## config.mk

```make
export PLATFORM = sky130hd
export DESIGN_NAME = utf8_stream_validator
export DESIGN_NICKNAME = d
export VERILOG_FILES = /design/src/design/utf8v_pkg.sv /design/src/design/utf8v_step.sv /design/src/design/utf8_stream_validator.sv
export SDC_FILE = /design/constraint.sdc
export NUM_CORES = 1
export LEC_CHECK = 0
export ABC_AREA = 1
export ABC_CLOCK_PERIOD_IN_PS = 2800
export BUFFER_PORTS_ARGS = -buffer_cell sky130_fd_sc_hd__buf_2
export CAP_MARGIN = 20
export CELL_PAD_IN_SITES_DETAIL_PLACEMENT = 2
export CELL_PAD_IN_SITES_GLOBAL_PLACEMENT = 2
export CORE_ASPECT_RATIO = 1.1
export CORE_MARGIN = 2
export CORE_UTILIZATION = 30
export CTS_CLUSTER_DIAMETER = 40
export DETAILED_ROUTE_END_ITERATION = 10
export GPL_TIMING_DRIVEN = 0
export PLACE_DENSITY_LB_ADDON = 0.1
export SYNTH_ARGS = -nofsm -noshare
export SYNTH_HDL_FRONTEND = slang
export SYNTH_SLANG_ARGS = --single-unit
```

## constraint.sdc

```tcl
create_clock -name clk -period 2.8 [get_ports clk]
set_input_delay 0.56 -clock clk [delete_from_list [all_inputs] [get_ports clk]]
set_output_delay 0.56 -clock clk [all_outputs]
set_load 0.05 [all_outputs]
```

## src/design/utf8v_pkg.sv

```systemverilog
`default_nettype none

package utf8v_pkg;

  // Pending limit on the second byte of a three- or four-byte sequence.
  typedef enum logic [2:0] {
    RULE_NONE = 3'd0,
    RULE_E0   = 3'd1,  // second byte >= A0
    RULE_ED   = 3'd2,  // second byte <  A0
    RULE_F0   = 3'd3,  // second byte >= 90
    RULE_F4   = 3'd4   // second byte <  90
  } rule_t;

  typedef struct packed {
    logic [1:0] skip_left;
    logic [1:0] bytes_owed;
    rule_t      rule;
    logic       sequence_bad;
    logic       failed;
  } state_t;

  localparam state_t STATE_RESET = '{
    skip_left:    2'd0,
    bytes_owed:   2'd0,
    rule:         RULE_NONE,
    sequence_bad: 1'b0,
    failed:       1'b0
  };

  localparam logic [1:0] SKIP_MAX = 2'd3;

endpackage

`default_nettype wire

```

## src/design/utf8v_step.sv

```systemverilog
`default_nettype none

module utf8v_step (
  input  wire utf8v_pkg::state_t cur,
  input  wire logic [7:0]        data_byte,
  input  wire logic              buffer_start,
  input  wire logic              continued,
  input  wire logic              buffer_end,
  output utf8v_pkg::state_t      nxt,
  output logic                   valid_so_far
);
  import utf8v_pkg::*;

  function automatic logic rule_broken(rule_t rule, logic [7:0] b);
    case (rule)
      RULE_E0: rule_broken = (b < 8'hA0);
      RULE_ED: rule_broken = (b >= 8'hA0);
      RULE_F0: rule_broken = (b < 8'h90);
      RULE_F4: rule_broken = (b >= 8'h90);
      default: rule_broken = 1'b0;
    endcase
  endfunction

  logic is_cont;

  assign is_cont = (data_byte[7:6] == 2'b10);

  always_comb begin
    nxt = cur;
    if (buffer_start) begin
      nxt = STATE_RESET;
      nxt.skip_left = continued ? SKIP_MAX : 2'd0;
    end

    if (nxt.skip_left != 2'd0 && is_cont) begin
      nxt.skip_left = nxt.skip_left - 2'd1;
    end else begin
      nxt.skip_left = 2'd0;
      if (nxt.bytes_owed != 2'd0) begin
        if (!is_cont || rule_broken(nxt.rule, data_byte)) begin
          nxt.sequence_bad = 1'b1;
        end
        nxt.rule = RULE_NONE;
        nxt.bytes_owed = nxt.bytes_owed - 2'd1;
        if (nxt.bytes_owed == 2'd0) begin
          if (nxt.sequence_bad) begin
            nxt.failed = 1'b1;
          end
          nxt.sequence_bad = 1'b0;
        end
      end else if (data_byte >= 8'h80) begin
        // lead byte
        if (data_byte >= 8'hC2 && data_byte <= 8'hDF) begin
          nxt.bytes_owed = 2'd1;
        end else if (data_byte[7:4] == 4'hE) begin
          nxt.bytes_owed = 2'd2;
          nxt.rule = (data_byte == 8'hE0) ? RULE_E0 :
                     (data_byte == 8'hED) ? RULE_ED : RULE_NONE;
        end else if (data_byte >= 8'hF0 && data_byte <= 8'hF4) begin
          nxt.bytes_owed = 2'd3;
          nxt.rule = (data_byte == 8'hF0) ? RULE_F0 :
                     (data_byte == 8'hF4) ? RULE_F4 : RULE_NONE;
        end else begin
          nxt.failed = 1'b1;
        end
      end
    end

    // truncated tail is dropped, failure is kept
    if (buffer_end) begin
      nxt.bytes_owed   = 2'd0;
      nxt.rule         = RULE_NONE;
      nxt.sequence_bad = 1'b0;
      nxt.skip_left    = 2'd0;
    end
  end

  assign valid_so_far = !nxt.failed;

endmodule

`default_nettype wire

```

## src/design/utf8_stream_validator.sv

```systemverilog
`default_nettype none

// Channel  Dir  Handshake            Payload
// -------  ---  -------------------  ------------------------------------------------
// input    in   in_valid/in_ready    data_byte[7:0], buffer_start, continued, buffer_end
// result   out  out_valid/out_ready  valid_so_far, verdict_final
//
// One byte per clock sustained while out_ready stays high; an input transaction
// reaches the result through the input register, then the result register.
// The step logic reads the input register and the tracking state; state and
// result register load together when the input register hands its byte on.
// rst (synchronous) empties both registers and clears the tracking state.
// A stalled result holds the byte behind it in the input register; in_ready
// drops only when both registers are full and out_ready is low.

module utf8_stream_validator (
  input  wire logic       clk,
  input  wire logic       rst,
  input  wire logic       in_valid,
  output logic            in_ready,
  input  wire logic [7:0] data_byte,
  input  wire logic       buffer_start,
  input  wire logic       continued,
  input  wire logic       buffer_end,
  output logic            out_valid,
  input  wire logic       out_ready,
  output logic            valid_so_far,
  output logic            verdict_final
);
  import utf8v_pkg::*;

  // input register
  logic       stage_valid;
  logic [7:0] stage_byte;
  logic       stage_start;
  logic       stage_cont;
  logic       stage_end;

  // tracking state
  state_t st;
  state_t st_next;
  logic   valid_so_far_next;

  logic advance;

  // The stage moves on whenever the result register is empty or being drained.
  assign advance  = stage_valid && (!out_valid || out_ready);
  assign in_ready = !stage_valid || advance;

  always_ff @(posedge clk) begin
    if (rst) begin
      stage_valid <= 1'b0;
    end else if (in_ready) begin
      stage_valid <= in_valid;
    end
  end

  always_ff @(posedge clk) begin
    if (in_valid && in_ready) begin
      stage_byte  <= data_byte;
      stage_start <= buffer_start;
      stage_cont  <= continued;
      stage_end   <= buffer_end;
    end
  end

  utf8v_step u_step (
    .cur          (st),
    .data_byte    (stage_byte),
    .buffer_start (stage_start),
    .continued    (stage_cont),
    .buffer_end   (stage_end),
    .nxt          (st_next),
    .valid_so_far (valid_so_far_next)
  );

  always_ff @(posedge clk) begin
    if (rst) begin
      st <= STATE_RESET;
    end else if (advance) begin
      st <= st_next;
    end
  end

  // result register
  always_ff @(posedge clk) begin
    if (rst) begin
      out_valid <= 1'b0;
    end else if (advance) begin
      out_valid <= 1'b1;
    end else if (out_ready) begin
      out_valid <= 1'b0;
    end
  end

  always_ff @(posedge clk) begin
    if (advance) begin
      valid_so_far  <= valid_so_far_next;
      verdict_final <= stage_end;
    end
  end

  // failure is sticky within a buffer, across its end too
  a_failed_sticky: assert property (@(posedge clk) disable iff (rst)
    advance && st.failed && !stage_start |=> st.failed)
    else $error("failed cleared without buffer_start");

  // end of buffer drops any pending sequence
  a_end_clears: assert property (@(posedge clk) disable iff (rst)
    advance && stage_end |=> st.bytes_owed == 2'd0 && st.skip_left == 2'd0 &&
      st.rule == RULE_NONE && !st.sequence_bad)
    else $error("pending sequence survived buffer_end");

  // skipping only happens at a sequence boundary
  a_skip_no_owed: assert property (@(posedge clk) disable iff (rst)
    st.skip_left != 2'd0 |-> st.bytes_owed == 2'd0)
    else $error("skip_left set while bytes owed");

  // a second-byte rule is pending only right after a 3- or 4-byte lead
  a_rule_owed: assert property (@(posedge clk) disable iff (rst)
    st.rule != RULE_NONE |-> st.bytes_owed == 2'd2 || st.bytes_owed == 2'd3)
    else $error("second-byte rule pending without lead");

  // every staged byte yields a result carrying its buffer_end
  a_result_loaded: assert property (@(posedge clk) disable iff (rst)
    advance |=> out_valid && verdict_final == $past(stage_end))
    else $error("result register not loaded");

endmodule

`default_nettype wire

```

==> out/summary.txt <==
CP max FO: 9
grt met2 use: 0.284
Setup-failing EPs final: 0
r2r startpoint: stage_start$_DFFE_PP_
critical path type: flop to flop
reg2reg path depth: 8
count leader, synth: nand2_1
routability cong.: 0.815
Fin. Hold Viols: 0
Post-DP HPWL: 2.50 mm
I/O Pins: 19
TritonCTS clock tree: yes
Fin Hold WS: 0.453 ns
number of distinct library cells after synthesis: 25
Starting Density: 0.319
Hold WC Path Type: primary input to flop
root buf cell: clkbuf_8
Initial DRC Count: 13
max-cap check violation count: 0
Die Wd: 63.9 microns
unrepaired setup endpoints after global routing: false
top cell type by total area after synthesis: edfxtp_1
Overall Global Routing Usage: 0.155
Leakage Power: 0.587 nW
Worst-path clk slew: 0.09 ns
Mapped Cells: 142
Post-synth top flop: edfxtp_1
Via density: 4.80
Via Count: 1028
arrival time worst endpoint: 2.15 ns
pwr dens: 536 nW/um^2
# clock sinks: 24
Fmax: 0.513 GHz
drt total wl: 3.14 mm
setup TNS: 0 ns
worst r2r dst: st[3]$_SDFFE_PP0P_
core area: 3710 sq um
CTS Hold Bufs: 0
number of buffers created by CTS: 3
hold endpoint: stage_cont$_DFFE_PP_
Slew HR: 0.662
Post-CTS Setup Bufs: 0
syn_area_per_cell: 8.34 sq um
most crowded layer after global routing: met2
CTS resizes: 0
DRC: 0
area share of the largest cell type after synthesis: 0.329
GR Util met1: 0.185
number of global-route vias before repair: 1139
synth cell count leaders: 33 x nand2_1, 15 x inv_1, 14 x a21oi_1, 14 x nand3_1, 13 x edfxtp_1
Slew @ Worst Pin: 0.507 ns
initial antenna violation count: 0
Async S/R FF share, synth: 0
Clock Skew: 0.00849 ns
htree depth: 1
Port Buffer Count: 18
hold path cells: 1
gr ovfl total: 0
hold_sp: continued
Tmin final: 1.95 ns
Die ar.: 4470 sq um
GR Util met3: 0.0290
peak supply drop: 0.000265 V
first-pass GRT wire length: 5.38 mm
layout cells sized above 1: 0.262
Worst-Skew Late Latency: 0.27 ns
Synth area leaders: edfxtp_1 33%, dfxtp_1 19%, nand2_1 10%
Rows: 23
post-synthesis register bit count: 24
worst endpoint required time: 3.00 ns
# diodes: 0
Die Ht: 69.9 microns
synthesized area: 1180 sq um
nets: 181
Synth-to-Final Area Change: 18.5%
Mapped Nets: 158
Slew Viols, Final: 0
largest net degree at the start of global routing: 15
Post-synth EDFFs: 13
ANT nets after route: 0
R2R Setup Slk: 0.85 ns
status: complete, no violations
nature of the critical path endpoint: flop
sequential share of the synthesized area: 0.515
routed len/inst: 14.7 microns
router iterations before antenna repair: 2
CTS max path bufs: 2
Final period util: 0.696
Ys Warns: 0
Worst setup SP type: flop
## cells in the final DEF, fill, tap and decap left out, types with 2 or more instances in the layout
master,synthesis,final
a21oi_1,14,14
buf_2,0,18
clkbuf_8,0,3
dfxtp_1,11,11
edfxtp_1,13,13
inv_1,15,15
inv_2,2,2
nand2_1,33,33
nand2_2,9,9
nand3_1,14,14
nor2_1,9,9
nor2_2,3,3
o21ai_0,4,4
o21ai_1,2,2
## cells by family after synthesis
group,Yosys count,synth area share
flops,24,0.515
compound gates,25,0.119
buf+inv,19,0.0623
fa+ha+maj,1,0.0106
simple gates,73,0.293
## per-layer routing
layer / vias to the layer above / routed length (microns)
met3: 4 / 70
met5: - / 0
li1: 514 / -
met4: 0 / 34
met2: 13 / 1720
met1: 497 / 1310
## sequential cells by signal (all words and copies together) (netlist names)
| signal | flops |
|---|---|
| verdict_final | 1 |
| stage_byte | 8 |
| stage_end | 1 |
| out_valid | 1 |
| stage_valid | 1 |
| stage_start | 1 |
| st | 9 |
| stage_cont | 1 |
| valid_so_far | 1 |
## power breakdown
part	switching [W]	internal, W
combinational	0.0000527	0.0000252
clock	0.000119	0.000155
sequential	0.0000127	0.000387
total	0.000185	0.000568
## worst max path at each step
stage,from,endpoint,slack (ns),cells after the start
final,stage_start$_DFFE_PP_,st[3]$_SDFFE_PP0P_,0.85,8
after global routing,stage_start$_DFFE_PP_,st[2]$_SDFFE_PP0P_,0.71,9
after CTS,stage_start$_DFFE_PP_,st[2]$_SDFFE_PP0P_,0.84,8
after detailed placement,stage_start$_DFFE_PP_,st[2]$_SDFFE_PP0P_,0.90,8
after global placement,stage_start$_DFFE_PP_,st[4]$_SDFFE_PP0P_,0.98,8
after floorplan,out_valid$_SDFFE_PP0P_,stage_byte[0]$_DFFE_PP_,0.93,3
## stage by stage
step / power (W) / setup WS [ns] / instances / utilization / cell area, sq um
after floorplan: 0.000457 / 0.927 / 142 / - / 1180
after global placement: 0.000482 / 0.979 / 210 / 0.360 / 1340
after detailed placement: 0.000487 / 0.899 / 210 / 0.360 / 1340
after CTS: 0.000762 / 0.841 / 214 / 0.378 / 1400
after global routing: 0.000790 / 0.710 / 214 / 0.378 / 1400
final: 0.000753 / 0.852 / 214 / 0.378 / 1400
## final cells by class
cell class              instances  area (sq um)
repair buffers                 18          90.1
plain buffers                   1          3.75
flip-flops and latches         24           611
clock buffers                   4          66.3
fillers                       439          2310
inverters                      18          70.1
multi-input cells              99           500
well taps                      50          62.6
## critical path, stage by stage, from the launching register on
cell	delay (ns)
edfxtp_1	0.55
inv_4	0.20
a21oi_1	0.11
ha_1	0.22
nor2_2	0.23
nand2_2	0.10
o21ai_2	0.22
nand2_1	0.08
a21oi_1	0.15
Note: power is estimated with default switching activity, not from simulation.
